$ cat src/hdl/lasr_pkg.sv
// ----------------------------------------------------------------------------
// lasr_pkg: shared types and codes for the list append/search/reverse block
// Command and result codes, field widths and the cell control bundle.
// ----------------------------------------------------------------------------
package lasr_pkg;

    // field widths
    localparam int ACT_W  = 2;
    localparam int VAL_W  = 32;
    localparam int KIND_W = 3;
    localparam int POS_W  = 6;

    // command codes
    localparam logic [ACT_W-1:0] ACT_APPEND  = 2'd0;
    localparam logic [ACT_W-1:0] ACT_SEARCH  = 2'd1;
    localparam logic [ACT_W-1:0] ACT_REVERSE = 2'd2;

    // result kinds
    localparam logic [KIND_W-1:0] KIND_FOUND     = 3'd0;
    localparam logic [KIND_W-1:0] KIND_NOT_FOUND = 3'd1;
    localparam logic [KIND_W-1:0] KIND_ELEMENT   = 3'd2;
    localparam logic [KIND_W-1:0] KIND_EMPTY     = 3'd3;
    localparam logic [KIND_W-1:0] KIND_FULL      = 3'd4;

    // cell operations
    localparam logic [1:0] OP_HOLD  = 2'd0;
    localparam logic [1:0] OP_DOWN  = 2'd1;  // take the value of the cell above
    localparam logic [1:0] OP_UP    = 2'd2;  // take the value of the cell below
    localparam logic [1:0] OP_WRITE = 2'd3;  // selected cell loads the new value

    typedef struct packed {
        logic [1:0]              op;
        logic signed [VAL_W-1:0] value;
    } cell_ctl_t;

endpackage

$ cat src/hdl/lasr_if.sv
// ----------------------------------------------------------------------------
// lasr_if: handshake channels of the list block
// Command channel (action, value) and result channel (kind, value, position,
// last); valid/ready, an item moves when both are high at a clock edge.
// ----------------------------------------------------------------------------
interface lasr_cmd_if;
    import lasr_pkg::*;

    logic                    valid;
    logic                    ready;
    logic [ACT_W-1:0]        action;
    logic signed [VAL_W-1:0] value;

    modport source (output valid, action, value, input ready);
    modport sink   (input valid, action, value, output ready);
endinterface

interface lasr_res_if;
    import lasr_pkg::*;

    logic                    valid;
    logic                    ready;
    logic [KIND_W-1:0]       kind;
    logic signed [VAL_W-1:0] item_value;
    logic [POS_W-1:0]        position;
    logic                    last;

    modport source (output valid, kind, item_value, position, last, input ready);
    modport sink   (input valid, kind, item_value, position, last, output ready);
endinterface

$ cat src/hdl/lasr_cell.sv
// ----------------------------------------------------------------------------
// lasr_cell: one storage cell of the list ring
// Holds one entry; shifts toward either neighbor or loads a written value.
// ----------------------------------------------------------------------------
module lasr_cell
(
    input  logic                             clk,
    input  lasr_pkg::cell_ctl_t              ctl,
    input  logic                             wr_sel,
    input  logic signed [lasr_pkg::VAL_W-1:0] prev_val,
    input  logic signed [lasr_pkg::VAL_W-1:0] next_val,
    output logic signed [lasr_pkg::VAL_W-1:0] q
);
    import lasr_pkg::*;

    logic signed [VAL_W-1:0] data_reg;
    logic signed [VAL_W-1:0] data_next;

    // next entry value
    always_comb
    begin
        data_next = data_reg;
        case (ctl.op)
            OP_DOWN:  data_next = next_val;
            OP_UP:    data_next = prev_val;
            OP_WRITE:
            begin
                if (wr_sel)
                begin
                    data_next = ctl.value;
                end
            end
            default:  data_next = data_reg;
        endcase
    end

    // entry storage, contents undefined until written
    always_ff @(posedge clk)
    begin
        data_reg <= data_next;
    end

    assign q = data_reg;

endmodule

$ cat src/hdl/list_append_search_reverse.sv
// ----------------------------------------------------------------------------
// list_append_search_reverse: ordered list of signed 32-bit values
// Append, search and reverse-and-dump over a ring of DEPTH storage cells.
// ----------------------------------------------------------------------------
// The list lives in a ring of DEPTH cells; a direction flag picks whether the
// head is cell 0 or cell count-1. An append is a plain write, or a one-step
// shift of the whole ring when the list is reversed, and gives no result
// unless the list is full. Search and a reverse of a non-empty list walk the
// list by rotating the ring one cell per cycle (a reverse stalls while its
// element waits for a busy result slot) and reading a fixed tap, always for a
// full DEPTH steps so the ring is back in place at the end; a search gives
// one result at its end. Commands are taken only while no walk is running and
// no final result waits; one waiting result does not block the next command.
// ----------------------------------------------------------------------------
module list_append_search_reverse #(
    parameter int DEPTH = 32
)
(
    input  logic        clk,
    input  logic        rst_n,
    lasr_cmd_if.sink    cmd,
    lasr_res_if.source  res
);
    import lasr_pkg::*;

    localparam int CW = $clog2(DEPTH + 1);
    localparam int IW = (DEPTH > 1) ? $clog2(DEPTH) : 1;
    localparam logic [CW-1:0] DEPTH_C = CW'(DEPTH);
    localparam logic [IW-1:0] LAST_STEP = IW'(DEPTH - 1);

    localparam logic [1:0] ST_IDLE = 2'd0;
    localparam logic [1:0] ST_WALK = 2'd1;
    localparam logic [1:0] ST_FIN  = 2'd2;

    // control state
    logic [1:0]              state_reg, state_next;
    logic [CW-1:0]           count_reg, count_next;
    logic                    rev_reg, rev_next;
    logic [IW-1:0]           step_reg, step_next;
    logic                    search_reg, search_next;
    logic                    found_reg, found_next;
    logic                    ov_reg, ov_next;

    // payload registers
    logic [POS_W-1:0]        fpos_reg, fpos_next;
    logic signed [VAL_W-1:0] sval_reg, sval_next;
    logic [KIND_W-1:0]       fkind_reg, fkind_next;
    logic [POS_W-1:0]        fin_pos_reg, fin_pos_next;
    logic [KIND_W-1:0]       okind_reg, okind_next;
    logic signed [VAL_W-1:0] oval_reg, oval_next;
    logic [POS_W-1:0]        opos_reg, opos_next;
    logic                    olast_reg, olast_next;

    // cell ring
    cell_ctl_t               ctl;
    logic signed [VAL_W-1:0] prev0;
    logic signed [VAL_W-1:0] cell_q [DEPTH];

    // walk datapath
    logic                    accept;
    logic                    slot_free;
    logic signed [VAL_W-1:0] tap_val;
    logic [CW-1:0]           step_ext;
    logic [CW-1:0]           lpos;
    logic [POS_W-1:0]        lpos_p;
    logic                    in_range;
    logic                    hit;
    logic                    emit_el;
    logic                    advance;
    logic                    last_step;

    assign accept    = cmd.valid && cmd.ready;
    assign cmd.ready = (state_reg == ST_IDLE);
    assign slot_free = !ov_reg || res.ready;

    // read tap: cell 0 when walking down, top cell when walking up
    assign tap_val   = rev_reg ? cell_q[DEPTH-1] : cell_q[0];
    assign step_ext  = CW'(step_reg);
    assign in_range  = rev_reg ? (step_ext >= (DEPTH_C - count_reg))
                               : (step_ext < count_reg);
    assign lpos      = rev_reg ? (step_ext - (DEPTH_C - count_reg)) : step_ext;
    assign lpos_p    = POS_W'(lpos);
    assign hit       = in_range && (tap_val == sval_reg);
    assign last_step = (step_reg == LAST_STEP);
    assign emit_el   = (state_reg == ST_WALK) && !search_reg && in_range;
    assign advance   = (state_reg == ST_WALK) && (!emit_el || slot_free);

    // ring control
    always_comb
    begin
        ctl.op    = OP_HOLD;
        ctl.value = cmd.value;
        prev0     = cell_q[DEPTH-1];
        if (accept && (cmd.action == ACT_APPEND) && (count_reg < DEPTH_C))
        begin
            if (rev_reg)
            begin
                // tail sits in cell 0: shift everything up and insert
                ctl.op = OP_UP;
                prev0  = cmd.value;
            end
            else
            begin
                ctl.op = OP_WRITE;
            end
        end
        else if (advance)
        begin
            ctl.op = rev_reg ? OP_UP : OP_DOWN;
        end
    end

    // cells
    genvar gi;
    generate
        for (gi = 0; gi < DEPTH; gi++)
        begin : g_cell
            logic signed [VAL_W-1:0] prev_v;
            logic signed [VAL_W-1:0] next_v;

            if (gi == 0)
            begin : g_first
                assign prev_v = prev0;
            end
            else
            begin : g_mid
                assign prev_v = cell_q[gi-1];
            end

            if (gi == DEPTH - 1)
            begin : g_top
                assign next_v = cell_q[0];
            end
            else
            begin : g_low
                assign next_v = cell_q[gi+1];
            end

            lasr_cell u_cell (
                .clk      (clk),
                .ctl      (ctl),
                .wr_sel   (count_reg == CW'(gi)),
                .prev_val (prev_v),
                .next_val (next_v),
                .q        (cell_q[gi])
            );
        end
    endgenerate

    // sequencer
    always_comb
    begin
        state_next   = state_reg;
        count_next   = count_reg;
        rev_next     = rev_reg;
        step_next    = step_reg;
        search_next  = search_reg;
        found_next   = found_reg;
        fpos_next    = fpos_reg;
        sval_next    = sval_reg;
        fkind_next   = fkind_reg;
        fin_pos_next = fin_pos_reg;
        ov_next      = ov_reg && !res.ready;
        okind_next   = okind_reg;
        oval_next    = oval_reg;
        opos_next    = opos_reg;
        olast_next   = olast_reg;

        case (state_reg)
            ST_IDLE:
            begin
                if (accept)
                begin
                    case (cmd.action)
                        ACT_APPEND:
                        begin
                            if (count_reg == DEPTH_C)
                            begin
                                fkind_next   = KIND_FULL;
                                fin_pos_next = '0;
                                state_next   = ST_FIN;
                            end
                            else
                            begin
                                count_next = count_reg + 1'b1;
                            end
                        end
                        ACT_SEARCH:
                        begin
                            sval_next   = cmd.value;
                            search_next = 1'b1;
                            found_next  = 1'b0;
                            step_next   = '0;
                            state_next  = ST_WALK;
                        end
                        ACT_REVERSE:
                        begin
                            rev_next = !rev_reg;
                            if (count_reg == '0)
                            begin
                                fkind_next   = KIND_EMPTY;
                                fin_pos_next = '0;
                                state_next   = ST_FIN;
                            end
                            else
                            begin
                                search_next = 1'b0;
                                step_next   = '0;
                                state_next  = ST_WALK;
                            end
                        end
                        default:
                        begin
                            state_next = ST_IDLE;
                        end
                    endcase
                end
            end

            ST_WALK:
            begin
                if (advance)
                begin
                    step_next = step_reg + 1'b1;
                    // first match of a search
                    if (search_reg && hit && !found_reg)
                    begin
                        found_next = 1'b1;
                        fpos_next  = lpos_p;
                    end
                    // element out of a reverse
                    if (emit_el)
                    begin
                        ov_next    = 1'b1;
                        okind_next = KIND_ELEMENT;
                        oval_next  = tap_val;
                        opos_next  = lpos_p;
                        olast_next = (lpos == (count_reg - 1'b1));
                    end
                    if (last_step)
                    begin
                        step_next = '0;
                        if (search_reg)
                        begin
                            if (found_reg)
                            begin
                                fkind_next   = KIND_FOUND;
                                fin_pos_next = fpos_reg;
                            end
                            else if (hit)
                            begin
                                fkind_next   = KIND_FOUND;
                                fin_pos_next = lpos_p;
                            end
                            else
                            begin
                                fkind_next   = KIND_NOT_FOUND;
                                fin_pos_next = '0;
                            end
                            state_next = ST_FIN;
                        end
                        else
                        begin
                            state_next = ST_IDLE;
                        end
                    end
                end
            end

            ST_FIN:
            begin
                if (slot_free)
                begin
                    ov_next    = 1'b1;
                    okind_next = fkind_reg;
                    oval_next  = '0;
                    opos_next  = fin_pos_reg;
                    olast_next = 1'b1;
                    state_next = ST_IDLE;
                end
            end

            default:
            begin
                state_next = ST_IDLE;
            end
        endcase
    end

    // control registers
    always_ff @(posedge clk or negedge rst_n)
    begin
        if (!rst_n)
        begin
            state_reg  <= ST_IDLE;
            count_reg  <= '0;
            rev_reg    <= 1'b0;
            step_reg   <= '0;
            search_reg <= 1'b0;
            found_reg  <= 1'b0;
            ov_reg     <= 1'b0;
        end
        else
        begin
            state_reg  <= state_next;
            count_reg  <= count_next;
            rev_reg    <= rev_next;
            step_reg   <= step_next;
            search_reg <= search_next;
            found_reg  <= found_next;
            ov_reg     <= ov_next;
        end
    end

    // payload registers
    always_ff @(posedge clk)
    begin
        fpos_reg    <= fpos_next;
        sval_reg    <= sval_next;
        fkind_reg   <= fkind_next;
        fin_pos_reg <= fin_pos_next;
        okind_reg   <= okind_next;
        oval_reg    <= oval_next;
        opos_reg    <= opos_next;
        olast_reg   <= olast_next;
    end

    // result port
    assign res.valid      = ov_reg;
    assign res.kind       = okind_reg;
    assign res.item_value = oval_reg;
    assign res.position   = opos_reg;
    assign res.last       = olast_reg;

    // checks
    a_count_bound: assert property (@(posedge clk) disable iff (!rst_n)
        count_reg <= DEPTH_C)
        else $error("list count beyond depth");

    a_idle_step: assert property (@(posedge clk) disable iff (!rst_n)
        (state_reg == ST_IDLE) |-> (step_reg == '0))
        else $error("walk step not cleared at idle");

    a_append_count: assert property (@(posedge clk) disable iff (!rst_n)
        (accept && (cmd.action == ACT_APPEND) && (count_reg != DEPTH_C))
        |=> (count_reg == $past(count_reg) + 1'b1))
        else $error("append did not grow the list");

    a_reverse_flag: assert property (@(posedge clk) disable iff (!rst_n)
        (accept && (cmd.action == ACT_REVERSE)) |=> (rev_reg != $past(rev_reg)))
        else $error("reverse did not flip direction");

endmodule
$ cat src/flat_wrapper.sv
// flat-port wrapper written by rule: the top's interface ports become plain ports
module list_append_search_reverse_flat import lasr_pkg::*;
#(
    parameter int DEPTH = 32
)
  (clk, rst_n, cmd_valid, cmd_action, cmd_value, cmd_ready, res_valid, res_kind, res_item_value, res_position, res_last, res_ready);
  lasr_cmd_if cmd_i ();
  lasr_res_if res_i ();
  input  logic clk;
  input  logic rst_n;
  input wire logic [$bits(cmd_i.valid)-1:0] cmd_valid;
  input wire logic [$bits(cmd_i.action)-1:0] cmd_action;
  input wire logic [$bits(cmd_i.value)-1:0] cmd_value;
  output wire logic [$bits(cmd_i.ready)-1:0] cmd_ready;
  output wire logic [$bits(res_i.valid)-1:0] res_valid;
  output wire logic [$bits(res_i.kind)-1:0] res_kind;
  output wire logic [$bits(res_i.item_value)-1:0] res_item_value;
  output wire logic [$bits(res_i.position)-1:0] res_position;
  output wire logic [$bits(res_i.last)-1:0] res_last;
  input wire logic [$bits(res_i.ready)-1:0] res_ready;
  assign cmd_i.valid = cmd_valid;
  assign cmd_i.action = cmd_action;
  assign cmd_i.value = cmd_value;
  assign cmd_ready = cmd_i.ready;
  assign res_valid = res_i.valid;
  assign res_kind = res_i.kind;
  assign res_item_value = res_i.item_value;
  assign res_position = res_i.position;
  assign res_last = res_i.last;
  assign res_i.ready = res_ready;
  list_append_search_reverse #(.DEPTH(DEPTH)) u_core (.clk(clk), .rst_n(rst_n), .cmd(cmd_i), .res(res_i));
endmodule
$ cat config.mk
export PLATFORM = sky130hd
export DESIGN_NAME = list_append_search_reverse_flat
export DESIGN_NICKNAME = d
export VERILOG_FILES = /design/src/hdl/lasr_pkg.sv /design/src/hdl/lasr_if.sv /design/src/hdl/lasr_cell.sv /design/src/hdl/list_append_search_reverse.sv /design/src/flat_wrapper.sv
export SDC_FILE = /design/constraint.sdc
export NUM_CORES = 1
export LEC_CHECK = 0
export BUFFER_PORTS_ARGS = -buffer_cell sky130_fd_sc_hd__clkbuf_2
export CELL_PAD_IN_SITES_DETAIL_PLACEMENT = 1
export CELL_PAD_IN_SITES_GLOBAL_PLACEMENT = 2
export CORE_MARGIN = 4
export CORE_UTILIZATION = 43
export CTS_CLUSTER_SIZE = 16
export DETAILED_ROUTE_END_ITERATION = 7
export PLACE_DENSITY = 0.84
export SLEW_MARGIN = 20
export SYNTH_ARGS = -nofsm -noshare
export SYNTH_HDL_FRONTEND = slang
export SYNTH_SLANG_ARGS = --single-unit
$ cat constraint.sdc
create_clock -name clk -period 6.2 [get_ports clk]
set_clock_uncertainty 0.2 [all_clocks]
set_input_delay 0.31 -clock clk [delete_from_list [all_inputs] [get_ports clk]]
set_output_delay 0.31 -clock clk [all_outputs]
set_load 0.01 [all_outputs]
==> results.py <==
metrics = {
    "status": {
        "status": "finished clean",
    },
    "die": {
        "boundaryPins": 82,
        "dieArea_sq_um": 119000,
        "fp-row-count": 123,
        "dieHeight_microns": 345,
        "start_util_pct": 43.4,
        "core_area_sq_um": 113000,
        "die_x_microns": 345,
    },
    "synth": {
        "ys_seq_area_share_pct": 69.1,
        "ys_ff_latch": 1130,
        "syn_avg_cell_area_sq_um": 16.5,
        "synth_edf_count": 1113,
        "netlist-cell-type-count": 57,
        "yosys-top-cells-area": "edfxtp_1 (68%), a221o_1 (21%), clkbuf_1 (2.6%)",
        "synthArstFlopShare_pct": 1.50,
        "synth_area_sq_um": 48900,
        "synth_top_area_cell": "edfxtp_1",
        "synth_top_area_share_pct": 68.3,
        "yosysWarnings": 0,
        "ys.flop_type": "edfxtp_1",
        "postSynthCellCount": 2967,
        "synth_nets": 3031,
    },
    "critical_path": {
        "rr_worst_depth": 16,
        "critical_path_class": "register to register",
        "cp_max_fo": 29,
        "path_buf_inv": 2,
        "path_delay_family": "simple AND/OR/NAND/NOR gates",
        "ff2ff_setup_slack_ns": 0.37,
        "arrival_ns": 5.97,
        "crit_chain": "inv_1 > ha_1 > or4b_4 > nand2_1 > ha_1 > o21a_1 > o31a_1 > nor4_2 > or3_1 > o21ai_1 > o21ai_0 > ha_2 > nand3_1 > nor3_1 > a21o_2 > buf_12",
        "cp.required_ns": 6.34,
        "crit_start": "u_core.count_reg[0]",
        "cpMostUsedCell": "ha_1",
        "r2r-end": "u_core.g_cell[2].u_cell.q[22]",
        "crit_path_start_kind": "register",
        "crit_end": "u_core.g_cell[2].u_cell.q[22]",
        "r2r-start": "u_core.count_reg[0]",
        "cpPeakStageDelay_ns": 0.56,
        "crit_slowest_cell": "or4b_4",
        "crit_cells": 16,
        "cp-end-kind": "register",
    },
    "power_and_ir_drop": {
        "power.leakage_nw": 18.7,
        "p_int_mw": 24.0,
        "switching_share_pct": 37.1,
        "p_comb_share_pct": 37.6,
        "pwr-share-seq_pct": 44.5,
        "power.switching_mw": 14.1,
        "power.density_nw_per_um2": 690,
        "vdd_drop_max_uv": 539,
        "clockPowerShare_pct": 17.8,
    },
    "flow_run": {
        "cap_violations": 0,
    },
    "cells_and_area": {
        "diodes": 0,
        "final_nets": 3003,
        "final_common_cell": "edfxtp_1",
        "largest_reg_flops": 1024,
        "stdcell_count": 4525,
        "syn_to_final_growth_pct": 12.8,
        "layout_common_cells": "edfxtp_1 (1113), a221o_1 (1024), clkbuf_16 (111)",
        "drive_above_1_share_pct": 15.0,
    },
    "clock_network": {
        "numCtsBuffers": 110,
        "cts.clk_slew.worst_paths_ns": 0.06,
        "clockBufferDepth": 3,
        "cts_tree": "yes",
        "ctsResizeCount": 0,
        "cts.htree.levels": 3,
        "cts.sinks": 1130,
        "clockRootBuffer": "clkbuf_16",
        "clock_latency_ns": 0.68,
    },
    "route": {
        "ant_nets": 0,
        "dr.pass1.iters": 6,
        "vias": 32434,
        "viasPerCell": 7.17,
        "totalWireLength_microns": 148000,
        "wl_per_cell_microns": 32.6,
        "drc": 0,
        "drt-initial-drc-count": 4889,
    },
    "sta": {
        "min_period_ns": 5.83,
        "tightest_slew_ns": 1.21,
        "hold_viol_final": 0,
        "slew_viol_final": 0,
        "whs_ns": 0.167,
        "setup_viol": 0,
        "slew_headroom_pct": 19.4,
        "setup_tns_ns": 0,
        "fin_ws_ns": 0.368,
        "period_share_pct": 94.1,
        "rsz0062_at_grt": "no",
        "max_freq_ghz": 0.171,
    },
    "place": {
        "dp_cells": 4288,
        "portBuffers": 81,
        "gp_congestion": 0.836,
        "place_ws_ns": 0.489,
        "dp_hpwl_microns": 83900,
    },
    "min_path": {
        "min_path_cells": 2,
        "hold_path.class": "input pin to register",
    },
    "global_route": {
        "grt_first_pass_wirelength_microns": 214000,
        "grt_usage_pct": 23.3,
        "grt_max_degree": 274,
        "grt_pass1_vias": 31165,
        "antenna_found_initial": 4,
        "overflow": 0,
    },
}
power by group through the flow:
stage          combinational [mW]  clock, mW  sequential [mW]
5_1_grt                      14.9       7.22             17.2
4_1_cts                      14.1       6.90             16.9
2_1_floorplan                8.45          0             16.0
3_3_place_gp                 13.2          0             16.7
3_5_place_dp                 13.9          0             16.9
6_report                     14.3       6.80             17.0
logic make-up (layout without fill, tap and decap cells):
kind of cell	after synthesis	in the layout	share of synthesized area [%]
DFF	1130	1130	69.1
AOI/OAI and AO/OA	1110	1110	22.2
buffers and inverters	402	460	3.35
and+or+nand+nor	177	177	1.90
muxes	74	74	1.84
xor gates and xnor gates	48	48	0.859
adders and majority gates	26	26	0.680
through the flow:
stage	util [%]	cell area [sq um]	total power, mW
2_1_floorplan	-	48900	24.5
3_3_place_gp	45.4	51200	29.9
3_5_place_dp	45.4	51200	30.8
4_1_cts	48.9	55200	37.9
5_1_grt	48.9	55200	39.3
6_report	48.9	55200	38.1
final cells by class:
class                           count  area, sq um
Fill cell                       10485        57600
Sequential cell                  1130        33800
Multi-Input combinational cell   1435        13600
Clock buffer                      135         2870
Timing Repair Buffer              244         2270
Tap cell                         1500         1880
Clock inverter                     63          689
Inverter                           18         67.6
worst min path at each step:
stage | slack (ns) | startpoint | end
finish | 0.17 | cmd_value[19] | u_core.sval_reg[19]
detailed placement | 0.09 | rst_n | u_core.step_reg[0]
floorplan | -0.19 | rst_n | u_core.count_reg[0]
global route | 0.17 | cmd_value[17] | u_core.sval_reg[17]
CTS | 0.14 | cmd_value[17] | u_core.sval_reg[17]
global placement | 0.09 | rst_n | u_core.step_reg[3]
cell usage after synthesis (11+ instances only):
| library cell | n |
|---|---|
| buf_2 | 36 |
| mux2_4 | 30 |
| a21o_1 | 33 |
| inv_1 | 16 |
| nand2_1 | 23 |
| and2_1 | 35 |
| a221o_1 | 1024 |
| edfxtp_1 | 1113 |
| mux2i_1 | 36 |
| ha_1 | 25 |
| xnor2_1 | 45 |
| nor3_1 | 11 |
| nor2_1 | 58 |
| dfrtp_1 | 17 |
| clkbuf_1 | 333 |
timing repair:
item / CTS / global route
setup endpoints to repair: 0 / 0
hold endpoints to repair: 86 / 0
hold buffers: 38 / 0
buffers inserted: 0 / 0
metal layers:
layer  share of wire, %  global-route usage [%]  vias to the layer above
met5                  0                       0                        -
li1                   -                       -                    13044
met3                9.3                    3.90                      236
met1                 40                    32.6                    17083
met4                3.2                    7.71                        0
met2                 47                    37.3                     2071
(Power assumes the default switching activity.)
